<file path="config.mk">
export PLATFORM = sky130hd
export DESIGN_NAME = acfs_ctrl
export DESIGN_NICKNAME = d
export VERILOG_FILES = /design/src/hdl/acfs_pkg.sv /design/src/hdl/acfs_ctrl.sv
export SDC_FILE = /design/constraint.sdc
export NUM_CORES = 1
export LEC_CHECK = 0
export ABC_AREA = 1
export ABC_CLOCK_PERIOD_IN_PS = 1720
export BUFFER_PORTS_ARGS = -buffer_cell sky130_fd_sc_hd__buf_2
export CAP_MARGIN = 20
export CORE_AREA = 2 2 39 41
export CTS_CLUSTER_DIAMETER = 120
export DETAILED_ROUTE_END_ITERATION = 10
export DIE_AREA = 0 0 41 43
export HOLD_SLACK_MARGIN = 0.03
export PLACE_DENSITY_LB_ADDON = 0.1
export SYNTH_ARGS = -nofsm -noshare
export SYNTH_HDL_FRONTEND = slang
export SYNTH_SLANG_ARGS = --single-unit
</file>
<file path="constraint.sdc">
create_clock -name clock -period 1.72 [get_ports clock]
set_clock_uncertainty 0.05 [all_clocks]
set_input_delay 0.086 -clock clock [delete_from_list [all_inputs] [get_ports clock]]
set_output_delay 0.086 -clock clock [all_outputs]
set_load 0.005 [all_outputs]
</file>
<file path="src/hdl/acfs_pkg.sv">
// Package for the activity counter frequency scale unit: widths, register
// indexes and the controller/datapath command and status types. No dependencies.
package acfs_pkg;

   localparam int COUNT_W        = 64;
   localparam int RATIO_W        = 32;
   localparam int HALF_W         = COUNT_W / 2;
   localparam int SCALE_W        = 11;
   localparam int CSR_INDEX_W    = 2;
   localparam int CSR_DATA_W     = 32;
   localparam int CAPACITY_SHIFT = 10;
   localparam int DIV_CNT_W      = $clog2(COUNT_W);

   // Full capacity, the saturation point of the quotient.
   localparam logic [COUNT_W-1:0] CAP_FULL = COUNT_W'(1) << CAPACITY_SHIFT;

   // Register indexes of the configuration port.
   localparam logic [CSR_INDEX_W-1:0] CSR_ENABLE         = CSR_INDEX_W'(0);
   localparam logic [CSR_INDEX_W-1:0] CSR_MAX_FREQ_RATIO = CSR_INDEX_W'(1);

   // Operation codes of a request.
   localparam logic OP_SET_REF = 1'b0;
   localparam logic OP_TICK    = 1'b1;

   // Commands from the controller to the datapath.
   typedef struct packed {
      logic load;
      logic check;
      logic mul_lo;
      logic mul_hi;
      logic sum;
      logic div_step;
      logic out_load;
   } acfs_cmd_type;

   // Status from the datapath to the controller.
   typedef struct packed {
      logic compute;
   } acfs_status_type;

endpackage

</file>
<file path="src/hdl/acfs_ctrl.sv">
// Controller of the frequency scale unit: sequences check, multiply, divide
// and result hand-off, and owns both handshakes. Depends on acfs_pkg.
module acfs_ctrl
   import acfs_pkg::*;
(
   input  logic            clock,
   input  logic            reset,
   input  logic            req_valid,
   output logic            req_ready,
   output logic            rsp_valid,
   input  logic            rsp_ready,
   output acfs_cmd_type    cmd,
   input  acfs_status_type status
);

   typedef enum logic [2:0] {
      S_IDLE,
      S_CHECK,
      S_MUL_LO,
      S_MUL_HI,
      S_SUM,
      S_DIV,
      S_DONE
   } state_type;

   localparam logic [DIV_CNT_W-1:0] DIV_LAST = DIV_CNT_W'(COUNT_W - 1);

   state_type            state_ff, state_in;
   logic [DIV_CNT_W-1:0] div_cnt_ff, div_cnt_in;
   logic                 rsp_valid_ff, rsp_valid_in;

   // Next state and datapath commands.
   always_comb begin
      state_in   = state_ff;
      div_cnt_in = div_cnt_ff;
      cmd        = '0;
      req_ready  = 1'b0;
      unique case (state_ff)
         S_IDLE: begin
            req_ready = 1'b1;
            cmd.load  = req_valid;
            if (req_valid) begin
               state_in = S_CHECK;
            end
         end
         S_CHECK: begin
            cmd.check = 1'b1;
            state_in  = status.compute ? S_MUL_LO : S_DONE;
         end
         S_MUL_LO: begin
            cmd.mul_lo = 1'b1;
            state_in   = S_MUL_HI;
         end
         S_MUL_HI: begin
            cmd.mul_hi = 1'b1;
            state_in   = S_SUM;
         end
         S_SUM: begin
            cmd.sum    = 1'b1;
            div_cnt_in = '0;
            state_in   = S_DIV;
         end
         S_DIV: begin
            cmd.div_step = 1'b1;
            div_cnt_in   = div_cnt_ff + DIV_CNT_W'(1);
            if (div_cnt_ff == DIV_LAST) begin
               state_in = S_DONE;
            end
         end
         S_DONE: begin
            // Hand the result over once the output register is free.
            if (!rsp_valid_ff || rsp_ready) begin
               cmd.out_load = 1'b1;
               state_in     = S_IDLE;
            end
         end
         default: state_in = S_IDLE;
      endcase
   end

   // The output register stays valid until the response is taken.
   always_comb begin
      if (cmd.out_load) begin
         rsp_valid_in = 1'b1;
      end else if (rsp_ready) begin
         rsp_valid_in = 1'b0;
      end else begin
         rsp_valid_in = rsp_valid_ff;
      end
   end

   always_ff @(posedge clock) begin
      if (reset) begin
         state_ff     <= S_IDLE;
         div_cnt_ff   <= '0;
         rsp_valid_ff <= 1'b0;
      end else begin
         state_ff     <= state_in;
         div_cnt_ff   <= div_cnt_in;
         rsp_valid_ff <= rsp_valid_in;
      end
   end

   assign rsp_valid = rsp_valid_ff;

endmodule

</file>
==> metrics.yaml, run 1 <==
outcome:
  outcome: "complete, no violations"
global_routing:
  grt_max_degree: 11
  grt_overflow: 0
  grt_pass1_vias: 455
  antenna_found_initial: 0
  grt_usage_pct: 15.4
  grt_pass1_wl_um: 1830
logic_synthesis:
  seq_area_frac_synth_pct: 34.1
  async_reset_ff_share_pct: 0
  synth_nets: 99
  ys.flop_type: "dfxtp_1"
  yosysWarnings: 0
  avgSynthCellArea_um2: 6.31
  postSynthCellCount: 93
  synth_edf_count: 0
  yosysUniqueCellTypes: 18
  synth.ff_latch_count: 10
  syn_area_um2: 587
sta:
  relSlewSlack_pct: 76.3
  slew_viol_final: 0
  max_freq_mhz: 727
  rsz0062_at_grt: "no"
  tns_ps: 0
  hold_viol_final: 0
  worstMarginPinSlew_ps: 354
  min_period_over_period_pct: 79.9
  finalSetupViolCount: 0
  final.min_clock_period_ps: 1370
finish:
  fillers: 160
  final_cell_mix: "nand2_1 (20), nor2_1 (19), buf_2 (13)"
  final_layout_size_suffix_gt1_share_pct: 23.1
  layout_commonest_cell: "nand2_1"
  area_growth_pct: 17.9
  final_nets: 116
  diodes: 0
worst_setup_path:
  worstPathMaxFanout: 10
  crit_type: "flip-flop to output pin"
  r2r_slack_ps: 400
  rr_endpoint: "state_ff[1]"
  r2r-start: "div_cnt_ff[0]"
  reg2reg_depth: 7
  required_ps: 1580
  start_kind: "flip-flop"
  cp.arrival_ps: 1240
  end_kind: "output pin"
clock_network:
  ctsResizeCount: 0
  cts_tree: "built"
  cts_buffer_depth: 2
  cts-hold-fix-buffers: 1
  path_clk_slew_ps: 60
  clk_latency_ps: 260
  cts_sinks: 10
  numCtsBuffers: 3
  root_buffer: "clkbuf_4"
  htreeDepth: 1
  post_cts_buffers: 0
die:
  start_util_pct: 42.4
  die_w_um: 41
  num_rows: 14
  dieHeight_um: 43
  ios: 14
  die_area_um2: 1760
  core_area_um2: 1380
pwr:
  leakagePower_uw: 0.000336
  ir_drop_uv: 549
  power_per_cell_area_nw_per_um2: 1300
  total_power_uw: 902
routing:
  wl_per_cell_um: 9.48
  route.detailed.drc: 0
  antenna_left: 0
  dr.first_iter.drc_count: 5
  first_pass_iters: 4
  drt-total-wl_um: 1180
  vias_per_cell: 4.76
  via_count: 590
placement:
  gp_congestion: 0.698
  numPortBuffers: 13
  place_hpwl_um: 920
flow_run:
  maxCapViolations: 0
worst_hold_path:
  min_from: "rsp_ready"
  hold_depth: 4
  hold_class: "input port to flip-flop"
  hold_end: "rsp_valid"
==> routing by layer <==
layer / global-route usage [%] / up-vias / share of wire (%)
met3: 4.71 / 2 / 3.3
met2: 23.1 / 7 / 48
li1: - / 329 / -
met5: 0 / - / 0
met1: 18.8 / 252 / 48
met4: 8.00 / 0 / 0.77
==> cell type report <==
cell class                 count  area, um^2  share of cell area, %
clock buffer                   3        22.5                   3.25
timing repair buffer          14        75.1                   10.8
sequential                    10         200                   28.9
multi-input combinational     67         322                   46.5
tap                           16        20.0                   2.89
inverter                      14        52.6                   7.59
==> worst max path at each step <==
| stage | startpoint | end | slack (ps) | depth (start not counted) |
|---|---|---|---|---|
| final | state_ff[0] | cmd[1] | 350 | 3 |
| after global routing | state_ff[0] | cmd[2] | 240 | 4 |
| after CTS | state_ff[0] | cmd[1] | 330 | 3 |
| after detailed placement | div_cnt_ff[0] | state_ff[1] | 420 | 7 |
| after global placement | state_ff[1] | state_ff[2] | 480 | 5 |
| after floorplan | div_cnt_ff[0] | state_ff[1] | 540 | 7 |
==> cells by family after synthesis <==
group | share of synthesized area, %
compound gates | 11.7
fa+ha+maj | 2.13
buf+inv | 11.1
flops | 34.1
simple gates | 40.9
==> power breakdown <==
group | switching (uW) | internal (uW) | leakage, uW
registers | 82.7 | 273 | 0.0000813
clock network | 69.0 | 80.2 | 0.0000138
logic | 233 | 164 | 0.000240
==> synth_stat cells, types with 2 or more instances <==
cell | instances | area share [%]
a21oi_1 | 7 | 6.0
dfxtp_1 | 10 | 34
inv_1 | 12 | 7.7
inv_2 | 2 | 1.3
nand2_1 | 20 | 13
nand3_1 | 5 | 4.3
nand3_2 | 3 | 5.1
nor2_1 | 19 | 12
nor3_1 | 2 | 1.7
o21ai_0 | 5 | 4.3
==> worst max-delay path, stage by stage (launching register included) <==
cell and delay, ps:
dfxtp_1 530, nand3_2 180, inv_2 150, buf_2 130
==> flip-flops by register name, indices dropped and copies added, names as in the netlist <==
register,cells
rsp_valid,1
state_ff,3
div_cnt_ff,6
==> metrics by stage <==
| step | instance area (um^2) | hold WS [ps] | setup WS, ps | util [%] | instances |
|---|---|---|---|---|---|
| finish | 692 | 105 | 345 | 50.0 | 124 |
| global route | 692 | 116 | 236 | 50.0 | 124 |
| CTS | 692 | 101 | 333 | 50.0 | 124 |
| detailed placement | 659 | 278 | 422 | 47.6 | 120 |
| global placement | 659 | 284 | 477 | 47.6 | 120 |
| floorplan | 587 | 105 | 542 | - | 93 |
Note: power is estimated with default switching activity, not from simulation.
==> run 2, diff against run 1 <==
- ABC_CLOCK_PERIOD_IN_PS: 1720 -> 1200
- CORE_AREA: 2 2 39 41 -> unset
- CORE_MARGIN: unset -> 2
- CORE_UTILIZATION: unset -> 45
- DIE_AREA: 0 0 41 43 -> unset
- clock period: 1.72 -> 1.2 ns (I/O delays scaled with it)
==> metrics.yaml, run 2 (same netlist as run 1, synthesis figures left out) <==
worst_setup_path:
  end_kind: "output pin"
  cp.arrival_ps: 1080
  endpoint: "cmd[2]"
  worstPathMaxFanout: 3
  reg2reg_depth: 8
  crit_type: "flip-flop to output pin"
  rr_endpoint: "state_ff[1]"
  r2r_slack_ps: 40
  required_ps: 1090
  crit_path_start: "state_ff[0]"
  r2r-start: "state_ff[0]"
  start_kind: "flip-flop"
die:
  num_rows: 13
  die_area_um2: 1610
  start_util_pct: 46.9
  ios: 14
  dieHeight_um: 40.1
  core_area_um2: 1250
  die_w_um: 40.1
clock_network:
  path_clk_slew_ps: 60
  cts_sinks: 10
  numCtsBuffers: 3
  htreeDepth: 1
  cts_buffer_depth: 2
  root_buffer: "clkbuf_4"
  cts_tree: "built"
  clk_latency_ps: 260
outcome:
  outcome: "complete, no violations"
worst_hold_path:
  hold_class: "input port to flip-flop"
  min_from: "rsp_ready"
sta:
  slew_viol_final: 0
  final.min_clock_period_ps: 1190
  hold_viol_final: 0
  max_freq_mhz: 842
  min_period_over_period_pct: 99.0
  rsz0062_at_grt: "yes"
  relSlewSlack_pct: 85.1
  finalSetupViolCount: 0
  fin_ws_ps: 12.1
  worstMarginPinSlew_ps: 223
  tns_ps: 0
finish:
  regMostFlops: "div_cnt_ff"
  final_nets: 129
  final_cells: 137
  area_growth_pct: 52.5
  utilization_pct: 71.4
  fillers: 114
  diodes: 0
  multiInputGateArea_um2: 394
  stdcell_area_um2: 895
  largest_reg_flops: 6
  layout_commonest_cell: "nand2_1"
  final_cell_mix: "nand2_1 (19), nor2_1 (14), buf_2 (13)"
  final_layout_size_suffix_gt1_share_pct: 46.7
  seq_area_um2: 211
routing:
  dr.first_iter.drc_count: 9
  first_pass_iters: 4
  drt-total-wl_um: 1430
  route.detailed.drc: 0
  vias_per_cell: 4.83
  antenna_left: 0
  wl_per_cell_um: 10.4
  via_count: 662
global_routing:
  grt_pass1_vias: 528
  grt_pass1_wl_um: 2090
  antenna_found_initial: 0
  grt_usage_pct: 19.2
  grt_overflow: 0
  grt_max_degree: 8
pwr:
  leakagePower_uw: 0.000411
  power_per_cell_area_nw_per_um2: 2030
  ir_drop_uv: 946
placement:
  numPortBuffers: 13
  dp_slack_ps: -46.0
  gp_congestion: 0.744
  place_inst: 127
  place_area_um2: 718
  place_hpwl_um: 1010
flow_run:
  maxCapViolations: 0
-- run 2: worst max-delay path, cell delays in order (launching register included) --
cell	delay, ps
dfxtp_2	330
buf_6	120
nor2_4	90
inv_2	70
nor2_4	100
buf_2	120
-- run 2: worst min path at each step --
stage,end,slack [ps],depth (start not counted)
finish,rsp_valid,80,4
global placement,state_ff[0],260,2
global route,rsp_valid,100,4
CTS,rsp_valid,60,4
detailed placement,state_ff[0],260,2
floorplan,div_cnt_ff[1],80,1
-- run 2: timing repair --
item	CTS	global route
cloned	0	0
buffers inserted	3	2
pin swaps	5	9
gates resized for setup	16	14
endpoints found under the setup margin	9	12
endpoints found under the hold margin	5	0
hold buffers	1	0
-- run 2: area by class of cell --
cell class / count / share of cell area, %
multi-input combinational: 67 / 44.1
tap: 15 / 2.10
sequential: 10 / 23.6
timing repair buffer: 27 / 19.7
inverter: 14 / 6.43
clock buffer: 4 / 4.06
-- run 2: through the flow --
| stage | hold WS (ps) | power (uW) |
|---|---|---|
| after floorplan | 79.1 | 915 |
| after global placement | 261 | 1200 |
| after detailed placement | 260 | 1210 |
| after CTS | 60.6 | 1670 |
| after global routing | 97.6 | 1960 |
| final | 77.7 | 1810 |
-- run 2: routing by layer --
metal / wire [um] / global-route usage [%] / share of wire (%) / up-vias
met3: 62 / 3.33 / 4.3 / 2
met2: 726 / 34.3 / 51 / 13
met1: 625 / 23.2 / 44 / 296
met4: 15 / 5.17 / 1.0 / 0
li1: - / - / - / 351
met5: 0 / 0 / 0 / -
-- run 2: power by group --
part,internal (uW),total [uW],switching [uW]
clock network,184,301,117
registers,418,525,108
logic,460,988,529
==> run 3, diff against run 2 <==
==> constraint.sdc (replaced) <==
create_clock -name clock -period 1.2 [get_ports clock]
set_clock_uncertainty 0.05 [all_clocks]
set_input_delay 0.18 -clock clock [delete_from_list [all_inputs] [get_ports clock]]
set_output_delay 0.18 -clock clock [all_outputs]
set_load 0.005 [all_outputs]
==> metrics.yaml, run 3 (same netlist as run 1, synthesis figures left out) <==
outcome:
  outcome: "finished, violations left"
  violations: "setup timing"
placement:
  dp_slack_ps: -3.18
  numPortBuffers: 13
  gp_congestion: 0.747
  place_hpwl_um: 940
worst_setup_path:
  required_ps: 970
  rr_endpoint: "div_cnt_ff[5]"
  r2r-start: "div_cnt_ff[0]"
  r2r_slack_ps: 0
  crit_type: "flip-flop to output pin"
  cp.arrival_ps: 1050
  start_kind: "flip-flop"
  worstPathMaxFanout: 5
  reg2reg_depth: 6
  end_kind: "output pin"
sta:
  relSlewSlack_pct: 85.9
  rsz0062_at_grt: "yes"
  final.min_clock_period_ps: 1280
  worstMarginPinSlew_ps: 211
  hold_viol_final: 0
  holdWs_ps: 96.5
  fin_ws_ps: -79.6
  slew_viol_final: 0
  finalSetupViolCount: 9
  min_period_over_period_pct: 107
  max_freq_mhz: 781
finish:
  diodes: 0
  area_growth_pct: 63.8
  largest_reg_flops: 6
  multiInputGateArea_um2: 430
  seq_area_um2: 215
  final_nets: 131
  fillers: 93
  final_layout_size_suffix_gt1_share_pct: 55.3
  final_cell_mix: "nand2_1 (17), nor2_1 (13), buf_2 (12)"
  layout_commonest_cell: "nand2_1"
  regMostFlops: "div_cnt_ff"
routing:
  antenna_left: 0
  first_pass_iters: 4
  via_count: 703
  drt-total-wl_um: 1610
  route.detailed.drc: 0
  wl_per_cell_um: 11.7
  dr.first_iter.drc_count: 15
  vias_per_cell: 5.09
die:
  die_w_um: 40.1
  num_rows: 13
  dieHeight_um: 40.1
  start_util_pct: 46.9
  ios: 14
  die_area_um2: 1610
  core_area_um2: 1250
clock_network:
  numCtsBuffers: 3
  clk_latency_ps: 260
  cts_tree: "built"
  path_clk_slew_ps: 60
  cts_buffer_depth: 2
  htreeDepth: 1
  root_buffer: "clkbuf_4"
  cts_sinks: 10
worst_hold_path:
  min_from: "reset"
  hold_class: "input port to flip-flop"
  hold_depth: 2
  hold_end: "state_ff[0]"
flow_run:
  maxCapViolations: 0
pwr:
  power_per_cell_area_nw_per_um2: 2000
  leakagePower_uw: 0.000439
  ir_drop_uv: 1270
global_routing:
  grt_usage_pct: 20.5
  grt_pass1_wl_um: 2190
  grt_max_degree: 8
  grt_pass1_vias: 559
  grt_overflow: 0
  antenna_found_initial: 0
[run 3: power by group]
part	switching [uW]	internal (uW)
Sequential	129	423
Clock	111	116
Combinational	586	559
[run 3: final cells by class]
cell class | count | area share [%]
inverters | 14 | 6.25
multi-input cells | 67 | 44.8
flip-flops and latches | 10 | 22.4
well taps | 15 | 1.95
repair buffers | 29 | 22.3
clock buffers | 3 | 2.34
[run 3: metrics by stage]
| step | std cells | total power, uW | util, % | area (um^2) | TNS, ps |
|---|---|---|---|---|---|
| 2_1_floorplan | 93 | 915 | - | 587 | 0 |
| 3_3_place_gp | 126 | 1170 | 56.7 | 711 | -49.5 |
| 3_5_place_dp | 126 | 1180 | 56.7 | 711 | -3.18 |
| 4_1_cts | 136 | 1690 | 68.8 | 862 | -426 |
| 5_1_grt | 138 | 2070 | 76.7 | 961 | -1060 |
| 6_report | 138 | 1920 | 76.7 | 961 | -407 |
[run 3: timing repair]
| item | in CTS | in global routing |
|---|---|---|
| hold buffers | 0 | 0 |
| gates resized for setup | 26 | 24 |
| gates cloned | 0 | 0 |
| setup buffers | 7 | 2 |
| pin swaps | 5 | 13 |
| endpoints found under the setup margin | 12 | 14 |
[run 3: critical path, cell delays in order, from the launching register on]
cell,delay [ps]
dfxtp_4,400
buf_4,140
nand3_2,60
inv_1,70
buf_2,120
[run 3: layer usage]
layer	track usage, %	vias to the layer above	part of all wire, %
met5	0	-	0
met4	7.76	0	1.6
met3	3.33	5	4.0
met2	37.1	19	52
li1	-	356	-
met1	23.7	323	42
[run 3: worst max path at each step]
stage | from | to | cells past startpoint
after floorplan | div_cnt_ff[0] | state_ff[1] | 7
after global placement | div_cnt_ff[0] | state_ff[1] | 7
after detailed placement | div_cnt_ff[0] | state_ff[1] | 7
after CTS | state_ff[0] | cmd[6] | 4
after global routing | state_ff[0] | cmd[3] | 4
final | state_ff[1] | cmd[3] | 4
